===== config.mk =====
export PLATFORM = sky130hd
export DESIGN_NAME = tfn_div_cell
export DESIGN_NICKNAME = d
export VERILOG_FILES = /design/src/rtl/core/assert_macros.svh /design/src/rtl/core/tfn_pkg.sv /design/src/rtl/core/tfn_div_cell.sv
export SDC_FILE = /design/constraint.sdc
export NUM_CORES = 1
export LEC_CHECK = 0
export ABC_AREA = 1
export BUFFER_PORTS_ARGS = -buffer_cell sky130_fd_sc_hd__clkbuf_2
export CAP_MARGIN = 20
export CORE_MARGIN = 4
export CORE_UTILIZATION = 50
export CTS_CLUSTER_DIAMETER = 60
export CTS_CLUSTER_SIZE = 40
export DETAILED_ROUTE_END_ITERATION = 10
export GPL_TIMING_DRIVEN = 1
export PLACE_DENSITY = 0.78
export SYNTH_ARGS = -nofsm -noshare
export SYNTH_HDL_FRONTEND = slang
export SYNTH_SLANG_ARGS = --single-unit

===== constraint.sdc =====
create_clock -name clk -period 1.8 [get_ports clk]
set_input_delay 0.09 -clock clk [delete_from_list [all_inputs] [get_ports clk]]
set_output_delay 0.09 -clock clk [all_outputs]
set_load 0.005 [all_outputs]

===== src/rtl/core/assert_macros.svh =====
// Assertion macros for the core, clocked on clk; TFN_ASSERT is held off during rst.
`ifndef ASSERT_MACROS_SVH
`define ASSERT_MACROS_SVH
`ifndef SYNTHESIS
`define TFN_ASSERT(lbl, prop) \
  lbl: assert property (@(posedge clk) disable iff (rst) prop) else $error("assertion failed");
`define TFN_ASSERT_RST(lbl, prop) \
  lbl: assert property (@(posedge clk) prop) else $error("assertion failed");
`else
`define TFN_ASSERT(lbl, prop)
`define TFN_ASSERT_RST(lbl, prop)
`endif
`endif


===== src/rtl/core/tfn_pkg.sv =====
`default_nettype none
package tfn_pkg;

  // Port and output formats.
  localparam int FIELD_W         = 32;
  localparam int OUT_W           = 16;
  localparam int COORD_WIDTH_DEF = 32;

  // Normalization: the largest magnitude is scaled into [2^29, 2^30).
  localparam int NORM_BITS  = 30;
  localparam int SQ_W       = 2 * NORM_BITS;
  localparam int SUM_W      = SQ_W + 2;
  localparam int ROOT_W     = SUM_W / 2;
  localparam int UNIT_SHIFT = 14;
  localparam int QUO_W      = UNIT_SHIFT + 1;
  localparam int NUM_W      = NORM_BITS + QUO_W + 1;
  localparam int DVS_W      = ROOT_W + 1;

  // Word handed from one square root cell to the next.
  typedef struct packed {
    logic                           vld;
    logic [SUM_W-1:0]               rem;
    logic [ROOT_W-1:0]              root;
    logic [2:0][NORM_BITS-1:0]      u;
    logic [2:0]                     neg;
    logic                           degen;
  } sqrt_word_t;

  // Word handed from one divider cell to the next, three lanes sharing a divisor.
  typedef struct packed {
    logic                           vld;
    logic [2:0][NUM_W-1:0]          rem;
    logic [DVS_W-1:0]               dvs;
    logic [2:0][QUO_W-1:0]          quo;
    logic [2:0]                     neg;
    logic                           degen;
  } div_word_t;

endpackage
`default_nettype wire


===== src/rtl/core/tfn_div_cell.sv =====
`default_nettype none
module tfn_div_cell #(
  parameter int BIT = 0
) (
  input  wire                     clk,
  input  wire                     rst,
  input  wire                     en,
  input  wire tfn_pkg::div_word_t din,
  output tfn_pkg::div_word_t      dout
);

  localparam int TW = tfn_pkg::NUM_W + 1;

  logic [TW-1:0]      trial;
  tfn_pkg::div_word_t dout_next;

  // One restoring quotient bit for each of the three lanes.
  always_comb begin
    trial     = TW'(din.dvs) << BIT;
    dout_next = din;
    for (int l = 0; l < 3; l++) begin
      if ({1'b0, din.rem[l]} >= trial) begin
        dout_next.rem[l] = din.rem[l] - trial[tfn_pkg::NUM_W-1:0];
        dout_next.quo[l] = din.quo[l] | (tfn_pkg::QUO_W'(1) << BIT);
      end
    end
  end

  always_ff @(posedge clk) begin
    if (rst) begin
      dout <= '0;
    end else if (en) begin
      dout <= dout_next;
    end
  end

endmodule
`default_nettype wire


==> impl_metrics.env <==
export IMPL_stdcell_area_sq_um=29910
export IMPL_drt_pre_antenna_iters=11
export IMPL_synth_top_area_share_pct=23.98
export IMPL_clockBufferDepth=3
export IMPL_fmax_mhz=536.9
export IMPL_ir_worst_vdd_mv=0.9055
export IMPL_maxSlewViolCount=0
export IMPL_io_buffers=442
export IMPL_grt_pass1_wl_microns=133200
export IMPL_vias_per_cell=5.345
export IMPL_cts_sinks=220
export IMPL_final_common_cell="nand2_1"
export IMPL_worst_pin_slew_ns=0.6830
export IMPL_n_fill_cell=2992
export IMPL_startpoint_type="input port"
export IMPL_netlist_instances=3505
export IMPL_p_leak_nw=16.51
export IMPL_place_area_sq_um=26100
export IMPL_setup_violations=15
export IMPL_die_y_microns=206.1
export IMPL_layout_common_cells="nand2_1 (1214), inv_1 (584), clkbuf_2 (435)"
export IMPL_die_area_sq_um=42460
export IMPL_rsz0062_at_grt="yes"
export IMPL_power_density_nw_per_um2=586.6
export IMPL_remaining_drc_errors=2
export IMPL_cts_tree="done"
export IMPL_synth_cell_type_count=41
export IMPL_min_path_type="input port to register"
export IMPL_ys_seq_area_share_pct=22.46
export IMPL_largest_register="dout"
export IMPL_overflow=0
export IMPL_cp_end_kind="register"
export IMPL_outcome="finished, violations left"
export IMPL_vias=27090
export IMPL_finalWorstSetupSlack_ns=-0.06237
export IMPL_cp_data_required_time_ns=2.22
export IMPL_cap_viol_max_count=0
export IMPL_clk_latency_ns=0.55
export IMPL_worstSetupPathType="input port to register"
export IMPL_finalNetCount=4856
export IMPL_largest_reg_flops=220
export IMPL_syn_nets=3827
export IMPL_clock_skew_final_ns=0
export IMPL_critPathMaxFanout=8
export IMPL_hold_viol=0
export IMPL_synthTopCellsByArea="nand2_1 (24%), dfxtp_1 (22%), inv_1 (11%)"
export IMPL_area_growth_pct=52.49
export IMPL_grt_antenna_before_repair=1
export IMPL_drt_iter0_markers=3187
export IMPL_wl_per_cell_microns=18.34
export IMPL_reg_largest_list="dout x220"
export IMPL_grt_start_max_net_pins=122
export IMPL_yosys_area_top_type="nand2_1"
export IMPL_fin_crit_ns=1.862
export IMPL_gp_congestion=1.049
export IMPL_ys_ff_latch=220
export IMPL_ys_warn_count=0
export IMPL_wl_microns=92930
export IMPL_async_reset_ff_share_pct=0
export IMPL_core_area_sq_um=38740
export IMPL_synthFlopType="dfxtp_1"
export IMPL_netlist_area_sq_um=19610
export IMPL_die_x_microns=206.1
export IMPL_min_period_over_period_pct=103.5
export IMPL_grt_pass1_vias=24430
export IMPL_cts_htree_levels=1
export IMPL_slew_limit_headroom_pct=54.47
export IMPL_failed_checks="design-rule violations, negative setup slack"
export IMPL_syn_avg_cell_area_sq_um=5.596
export IMPL_pin_count=443
export IMPL_dpl_hpwl_microns=65210
export IMPL_cts_root_buf="clkbuf_16"
export IMPL_cts_buffers=21
export IMPL_fin_util_pct=77.21
export IMPL_synth_edf_count=0
export IMPL_drtAntennaViolNets=0
export IMPL_clk_pin_slew_ns=0.08
export IMPL_grt_util_all_layers_pct=39.58
export IMPL_start_util_pct=50.63
export IMPL_drive_gt1_share_pct=27.59
export IMPL_cp_arrival_ns=2.28
export IMPL_fp_row_count=72
-- cell usage after synthesis (20+ instances only) --
library cell and count:
a21oi_1 204, a21oi_2 31, buf_2 29, clkbuf_1 55, dfxtp_1 220, ha_1 96
inv_1 596, nand2_1 1253, nand2_2 26, nand3_1 318, nand3b_1 24, nand4_1 34
nor2_1 306, nor2_2 20, o21ai_0 130, xnor2_1 41
-- through the flow --
| stage | instances | setup TNS, ns | hold WS, ns | total power, W | setup WS [ns] |
|---|---|---|---|---|---|
| global route | 5067 | -3.088 | 0.02805 | 0.01839 | -0.1314 |
| floorplan | 3505 | 0 | 0.2069 | 0.008800 | 0.01709 |
| global placement | 4825 | -71.61 | 0.3036 | 0.01177 | -0.6181 |
| CTS | 5049 | 0 | 0.0007921 | 0.01699 | 0.03072 |
| finish | 5068 | -0.2380 | 0.02682 | 0.01754 | -0.06237 |
| detailed placement | 4825 | -79.48 | 0.3086 | 0.01183 | -0.6669 |
-- cell families after synthesis --
group | after synthesis | synth area share (%)
simple gates | 2032 | 43.61
buf+inv | 724 | 14.82
compound gates | 385 | 10.67
flops | 220 | 22.46
fa+ha+maj | 99 | 6.431
xor+xnor | 45 | 2.010
-- layer usage --
layer / up-vias / wire length, microns / track usage (%)
met1: 12080 / 36630 / 52.57
met2: 1701 / 40830 / 62.97
met5: - / 13 / 0
met3: 372 / 9881 / 6.841
li1: 12940 / - / -
met4: 2 / 5564 / 17.94
-- final timing paths --
path	from	to	slack, ns	cells after the start
setup / recovery	din[163]	dout[141]$_SDFFE_PP0P_	-0.06	12
hold reg to reg	dout[104]$_SDFFE_PP0P_	dout[104]$_SDFFE_PP0P_	0.47	2
setup reg to reg	dout[7]$_SDFFE_PP0P_	dout[7]$_SDFFE_PP0P_	0.80	2
hold / removal	din[50]	dout[50]$_SDFFE_PP0P_	0.03	4
-- report_power, final --
| part | internal, W | switching, W |
|---|---|---|
| sequential | 0.00527 | 0.000251 |
| combinational | 0.00316 | 0.00399 |
| clock | 0.00246 | 0.00241 |
| total | 0.0109 | 0.00665 |
-- repair_timing --
item	4_1_cts	5_1_grt
hold endpoints to repair	184	1
pin swaps	0	33
setup buffers	0	8
endpoints found under the setup margin	75	139
hold buffers	186	1
gates resized for setup	2	195
cloned	0	12
-- area by class of cell --
cell class	instances	area (sq um)	share of cell area, %
Clock inverter	17	219.0	0.7321
Antenna cell	1	2.502	0.008367
Sequential cell	220	4404	14.73
Timing Repair Buffer	1114	8660	28.95
Clock buffer	21	525.5	1.757
Tap cell	518	648.1	2.167
Inverter	616	2323	7.769
Multi-Input combinational cell	2561	13130	43.89
-- worst max-delay path, cell delays in order --
cell and delay, ns:
dlygate4sd3_1 0.54, clkbuf_2 0.14, inv_2 0.10, nand2_4 0.09, nor3_4 0.19, nand2_2 0.11
nor2_4 0.13, a21boi_4 0.35, clkbuf_16 0.24, nand3_1 0.11, nand3_1 0.11, a21oi_1 0.07
(Power assumes the default switching activity.)
