`config.mk`:
```
export PLATFORM = sky130hd
export DESIGN_NAME = tfn_sqrt_cell
export DESIGN_NICKNAME = d
export VERILOG_FILES = /design/src/rtl/core/assert_macros.svh /design/src/rtl/core/tfn_pkg.sv /design/src/rtl/core/tfn_sqrt_cell.sv
export SDC_FILE = /design/constraint.sdc
export NUM_CORES = 1
export LEC_CHECK = 0
export BUFFER_PORTS_ARGS = -buffer_cell sky130_fd_sc_hd__buf_2
export CAP_MARGIN = 10
export CORE_AREA = 2 2 148 150
export CTS_BUF_LIST = sky130_fd_sc_hd__clkbuf_8 sky130_fd_sc_hd__clkbuf_16
export CTS_CLUSTER_DIAMETER = 150
export DETAILED_ROUTE_END_ITERATION = 10
export DIE_AREA = 0 0 150 152
export HOLD_SLACK_MARGIN = 0.02
export PLACE_DENSITY = 0.77
export SYNTH_ARGS = -nofsm -noshare
export SYNTH_HDL_FRONTEND = slang
export SYNTH_SLANG_ARGS = --single-unit
```
`constraint.sdc`:
```
create_clock -name clk -period 3.55 [get_ports clk]
set_input_delay 0.1775 -clock clk [delete_from_list [all_inputs] [get_ports clk]]
set_output_delay 0.1775 -clock clk [all_outputs]
set_load 0.1 [all_outputs]
```
`src/rtl/core/assert_macros.svh`:
```
// Assertion macros for the core, clocked on clk; TFN_ASSERT is held off during rst.
`ifndef ASSERT_MACROS_SVH
`define ASSERT_MACROS_SVH
`ifndef SYNTHESIS
`define TFN_ASSERT(lbl, prop) \
  lbl: assert property (@(posedge clk) disable iff (rst) prop) else $error("assertion failed");
`define TFN_ASSERT_RST(lbl, prop) \
  lbl: assert property (@(posedge clk) prop) else $error("assertion failed");
`else
`define TFN_ASSERT(lbl, prop)
`define TFN_ASSERT_RST(lbl, prop)
`endif
`endif

```
`src/rtl/core/tfn_pkg.sv`:
```
`default_nettype none
package tfn_pkg;

  // Port and output formats.
  localparam int FIELD_W         = 32;
  localparam int OUT_W           = 16;
  localparam int COORD_WIDTH_DEF = 32;

  // Normalization: the largest magnitude is scaled into [2^29, 2^30).
  localparam int NORM_BITS  = 30;
  localparam int SQ_W       = 2 * NORM_BITS;
  localparam int SUM_W      = SQ_W + 2;
  localparam int ROOT_W     = SUM_W / 2;
  localparam int UNIT_SHIFT = 14;
  localparam int QUO_W      = UNIT_SHIFT + 1;
  localparam int NUM_W      = NORM_BITS + QUO_W + 1;
  localparam int DVS_W      = ROOT_W + 1;

  // Word handed from one square root cell to the next.
  typedef struct packed {
    logic                           vld;
    logic [SUM_W-1:0]               rem;
    logic [ROOT_W-1:0]              root;
    logic [2:0][NORM_BITS-1:0]      u;
    logic [2:0]                     neg;
    logic                           degen;
  } sqrt_word_t;

  // Word handed from one divider cell to the next, three lanes sharing a divisor.
  typedef struct packed {
    logic                           vld;
    logic [2:0][NUM_W-1:0]          rem;
    logic [DVS_W-1:0]               dvs;
    logic [2:0][QUO_W-1:0]          quo;
    logic [2:0]                     neg;
    logic                           degen;
  } div_word_t;

endpackage
`default_nettype wire

```
`src/rtl/core/tfn_sqrt_cell.sv`:
```
`default_nettype none
module tfn_sqrt_cell #(
  parameter int BIT = 0
) (
  input  wire                      clk,
  input  wire                      rst,
  input  wire                      en,
  input  wire tfn_pkg::sqrt_word_t din,
  output tfn_pkg::sqrt_word_t      dout
);

  localparam int TW = tfn_pkg::SUM_W + 2;

  logic [TW-1:0]       trial;
  tfn_pkg::sqrt_word_t dout_next;

  // Try setting this root bit: (r + 2^BIT)^2 - r^2 must fit in the remainder.
  always_comb begin
    trial     = (TW'(din.root) << (BIT + 1)) | (TW'(1) << (2 * BIT));
    dout_next = din;
    if (TW'(din.rem) >= trial) begin
      dout_next.rem  = din.rem - trial[tfn_pkg::SUM_W-1:0];
      dout_next.root = din.root | (tfn_pkg::ROOT_W'(1) << BIT);
    end
  end

  always_ff @(posedge clk) begin
    if (rst) begin
      dout <= '0;
    end else if (en) begin
      dout <= dout_next;
    end
  end

endmodule
`default_nettype wire

```
==> out/metrics.cfg, run 1 <==
[outcome]
outcome=finished, final reports clean

[sta]
period_needed_ns=3.39
clock_skew_ns=0
worst_pin_slew_ns=1.09
finalMaxSlewViolations=0
fin_tns_setup_ns=0
hold_viol_final=0
rsz0062_at_grt=no
relSlewSlack_pct=27.3
finalCritPeriodShare_pct=95.5
setup_ws_ns=0.161
fmax_mhz=295
finalSetupViolCount=0

[synthesis]
ys_seq_area_share_pct=38.8
syn-cell-area_mm2=0.00969
synth_cell_type_count=70
synth_warnings=0
syn_nets=1350
async_flop_share_pct=0
synth_area_leaders=dfxtp_1, mux2i_1, nor2_1
synth_enable_flop_cells=0
synth_top_area_share_pct=38.8
synth_flop_cell=dfxtp_1
syn_inst=1126
synth_seq_cells=188
syn_area_per_cell_um2=8.61
yosysTopAreaCell=dfxtp_1

[setup_path]
cp_slowest_stage_delay_ns=0.53
critPathTopFamily=simple AND/OR/NAND/NOR gates
path_cells=dlygate4sd3_1 -> buf_2 -> inv_1 -> ha_2 -> nand2_1 -> or4_4 -> nor3_1 -> o21a_2 -> o211a_1 -> o21ai_1 -> or4_1 -> a311oi_1
crit_fanout=8
reg2reg_to=dout[174]
cp.arrival_ns=3.74
rr_startpoint=dout[174]
critPathLaunchType=input pin
path_buf_inv=3
worstSetupPathType=in -> reg
r2r_slack_ns=2.54
required_ns=3.90
endpoint_kind=register
slowest_stage=dlygate4sd3_1
r2r_cells=4

[worst_hold_path]
min_path_cells=3
hold_path_startpoint=din[107]
min_to=dout[107]
hold_class=in -> reg

[clock_tree]
cts_sinks=188
numCtsBuffers=17
clk_pin_slew_ns=0.08
cts_max_path_buffers=2
htreeDepth=4
ctsRootBufferMaster=clkbuf_16
clock_latency_ns=0.43
cts_tree=done

[power]
power.total_mw=6.58
ir_drop_mv=0.314
p_leak_nw=6.83
cellPowerDensity_mw_per_mm2=469

[drt]
detail_route.wl_per_cell_um=18.0
via_per_inst=5.48
dr.first_iter.drc_count=724
firstDrtPassIters=6
wl_um=34700
num_vias=10554
remaining_drc_errors=0
ant_nets=0

[finish]
final_common_cell=buf_2
most-common-layout-cells=buf_2, nor2_1, dfxtp_1
final_cells=1925
top_regs=dout: 188 flops
fin_nets=1855
largest_reg_flops=188
regMostFlops=dout
syn_to_final_growth_pct=44.9
final_util_pct=65.8
drive_above_1_share_pct=29.1

[floorplanning]
start_util_pct=45.4
ios=379
die-area_mm2=0.0228
die_h_um=152
rows=54
die_w_um=150
core_area_mm2=0.0214

[placed_design]
placed_cells_incl_taps=1750
numPortBuffers=378
gp_congestion=0.878
pre_cts_ws_ns=0.0483
hpwl_um=23700

[run]
drv_cap=0

[grt]
grt_first_pass_wirelength_um=55500
grt_max_degree=103
grt-ovfl-total=0
grt_usage_pct=30.2
grt_pass1_vias=10773
grt_antenna_before_repair=3

-- cells by family after synthesis --
group	Yosys count	synth area share, %
AO/OA/AOI/OAI	220	16.8
XOR/XNOR	30	2.71
adder cells (fa/ha/maj)	33	4.34
buffers and inverters	118	4.64
flip-flops	188	38.8
multiplexers	128	13.2
AND/OR/NAND/NOR	409	19.5
-- cells in the mapped netlist, types with 10 or more instances --
master	n
nor2_1	216
dfxtp_1	188
mux2i_1	128
nand2_1	77
clkbuf_1	49
inv_1	48
a21oi_1	43
a311oi_1	42
ha_1	32
o21ai_0	26
xnor2_1	22
nor3_1	21
a211oi_1	17
or4_1	17
buf_1	15
a21o_1	13
nand3_1	12
nand4_1	12
o31ai_1	12
nor4_1	10
-- final cells by class --
cell class                      instances  area (µm²)
Antenna cell                            2        5.00
Timing Repair Buffer                  555        3590
Clock buffer                           18         439
Fill cell                            1747        7310
Sequential cell                       188        3760
Inverter                               49         184
Clock inverter                         13         151
Multi-Input combinational cell        820        5560
Tap cell                              280         350
-- per-stage QoR --
step	cell area, µm²	hold slack (ns)
after floorplan	9690	0.325
after global placement	11900	0.409
after detailed placement	11900	0.419
after CTS	14000	0.0213
after global routing	14000	0.0298
final	14000	0.0283
-- repair_timing --
action,4_1_cts,5_1_grt
setup endpoints to repair,0,27
setup buffers,0,1
hold buffers,141,0
hold endpoints to repair,141,0
resized for setup,0,13
-- worst max-delay path by stage --
stage                      endpoint      from  slack [ns]  cells after the start
after floorplan           dout[175]   din[94]        0.27                     10
after global placement    dout[161]   din[94]        0.11                     11
after detailed placement  dout[169]   din[94]        0.05                     11
after CTS                 dout[184]  din[105]        0.08                     12
after global routing      dout[164]  din[113]        0.02                     12
final                     dout[186]  din[109]        0.16                     12
-- power breakdown --
group / internal [mW] / switching [mW] / total (mW)
registers: 2.25 / 0.0799 / 2.33
logic: 0.620 / 1.70 / 2.32
clock network: 0.960 / 0.966 / 1.93
total: 3.83 / 2.75 / 6.58
-- per-layer routing --
metal / global-route usage (%) / part of all wire (%) / vias up
met1: 37.2 / 41 / 4903
met2: 50.4 / 48 / 486
li1: - / - / 5064
met3: 7.18 / 7.3 / 99
met4: 12.6 / 3.6 / 2
met5: 0 / 0.046 / -
-- worst min-delay path: cells and delay by family --
kind          cells  cell delay [ns]
buf+inv           1             0.10
simple gates      1             0.09
mux               1             0.07
Power figures use the tool's default switching activity.
==> inputs of run 2 (changes only) <==
CORE_AREA = 2 2 145 147   (was 2 2 148 150)
CTS_BUF_LIST = sky130_fd_sc_hd__clkbuf_4   (was sky130_fd_sc_hd__clkbuf_8 sky130_fd_sc_hd__clkbuf_16)
DIE_AREA = 0 0 147 149   (was 0 0 150 152)
PLACE_DENSITY = 0.8   (was 0.77)
==> run 2 against run 1 <==
Against the previous run: global-route usage grew 2.7 points; cell count grew 3.6%; final area up 2.8%; power shrank 9.3%; core utilization up 4.5 points; clock skew is the same; clock-buffer cell count is 1 higher; flip-flop and latch count unchanged; register-to-register slack worse by 0.57 ns; via count is 4.5% higher; hold slack better by 0.027 ns; largest cell class unchanged.
==> out/metrics.cfg, run 2 (synthesized netlist as in run 1, its figures left out) <==
[drt]
dr.first_iter.drc_count=701
num_vias=11029
ant_nets=0
remaining_drc_errors=0
detail_route.wl_per_cell_um=18.6
firstDrtPassIters=5
via_per_inst=5.53
wl_um=37200

[setup_path]
cp.arrival_ns=3.94
worstSetupPathType=in -> reg
endpoint_kind=register
startpoint=din[94]
crit_fanout=10
critPathLaunchType=input pin
rr_startpoint=dout[174]
required_ns=4.06

[finish]
drive_above_1_share_pct=27.3
largest_reg_flops=188
regMostFlops=dout
nFillCells=1504
final_common_cell=buf_2
top_regs=dout: 188 flops
syn_to_final_growth_pct=49.0
fin_nets=1930
most-common-layout-cells=buf_2, dlygate4sd3_1, nor2_1
final_util_pct=70.2

[worst_hold_path]
hold_path_startpoint=rst
hold_class=in -> reg

[run]
drv_cap=0

[power]
ir_drop_mv=0.370
p_leak_nw=7.04
power.total_mw=5.97
cellPowerDensity_mw_per_mm2=413

[clock_tree]
cts_sinks=188
numCtsBuffers=17
clock_latency_ns=0.58
htreeDepth=4
ctsRootBufferMaster=clkbuf_4
postCtsSetupBuffers=0
cts_tree=done
cts_max_path_buffers=2
clk_pin_slew_ns=0.19

[grt]
grt-ovfl-total=0
grt_max_degree=112
grt_antenna_before_repair=1
grt_usage_pct=32.9
grt_first_pass_wirelength_um=57600
grt_pass1_vias=11011

[sta]
finalCritPeriodShare_pct=96.5
clock_skew_ns=0
finalMaxSlewViolations=0
period_needed_ns=3.43
finalSetupViolCount=0
hold_viol_final=0
fmax_mhz=292
fin_tns_setup_ns=0
rsz0062_at_grt=no
relSlewSlack_pct=40.9
worst_pin_slew_ns=0.887

[floorplanning]
rows=53
die_w_um=147
ios=379
die_h_um=149
start_util_pct=47.1
core_area_mm2=0.0206
die-area_mm2=0.0219

[placed_design]
numPortBuffers=378
gp_congestion=0.893
hpwl_um=23300

[outcome]
outcome=finished, final reports clean

==> run 2: cell type report <==
class	instances	area [µm²]	share of cell area (%)
Clock inverter	13	151	1.05
Sequential cell	188	3760	26.1
Antenna cell	1	2.50	0.0173
Multi-Input combinational cell	820	5480	38.0
Timing Repair Buffer	630	4370	30.3
Clock buffer	19	143	0.988
Inverter	49	184	1.27
Tap cell	275	344	2.38
==> run 2: final timing paths <==
path	endpoint	slack [ns]	cells past startpoint
worst max-delay path	dout[169]	0.12	12
worst min-delay path	dout[31]	0.06	2
worst max register to register	dout[174]	1.97	5
worst min register to register	dout[172]	0.48	2
==> run 2: power by group <==
part           switching (mW)  leakage (nW)  total (mW)  internal (mW)
clock                   0.885         0.159        1.23          0.341
sequential             0.0842          1.56        2.34           2.26
combinational            1.73          5.32        2.40          0.671
==> run 2: timing repair <==
action,in CTS,in global routing
endpoints found under the hold margin,186,0
setup endpoints to repair,0,4
hold buffers,217,0
resized for setup,0,3
==> run 2: metal layers <==
layer	track usage, %	share of wire, %
met1	37.9	39
met2	58.8	50
met4	14.3	4.1
met5	0	0
met3	7.43	7.3
==> run 2: worst max-delay path, cell delays in order <==
cell and delay [ns]:
dlygate4sd3_1 0.52, buf_2 0.12, inv_1 0.08, fa_1 0.44, a211o_1 0.33, a211oi_2 0.27
nor3_1 0.07, or3b_2 0.50, a31o_2 0.26, a211o_2 0.41, or4_1 0.49, a311oi_1 0.26
==> run 2: through the flow <==
stage          cells  hold WS [ns]  instance area [µm²]  setup WS (ns)
2_1_floorplan   1126         0.325                 9690          0.268
3_3_place_gp    1745         0.409                12000         0.0763
3_5_place_dp    1745         0.422                12000         0.0337
4_1_cts         1994        0.0209                14400          0.131
5_1_grt         1995        0.0280                14400        0.00288
6_report        1995        0.0556                14400          0.124
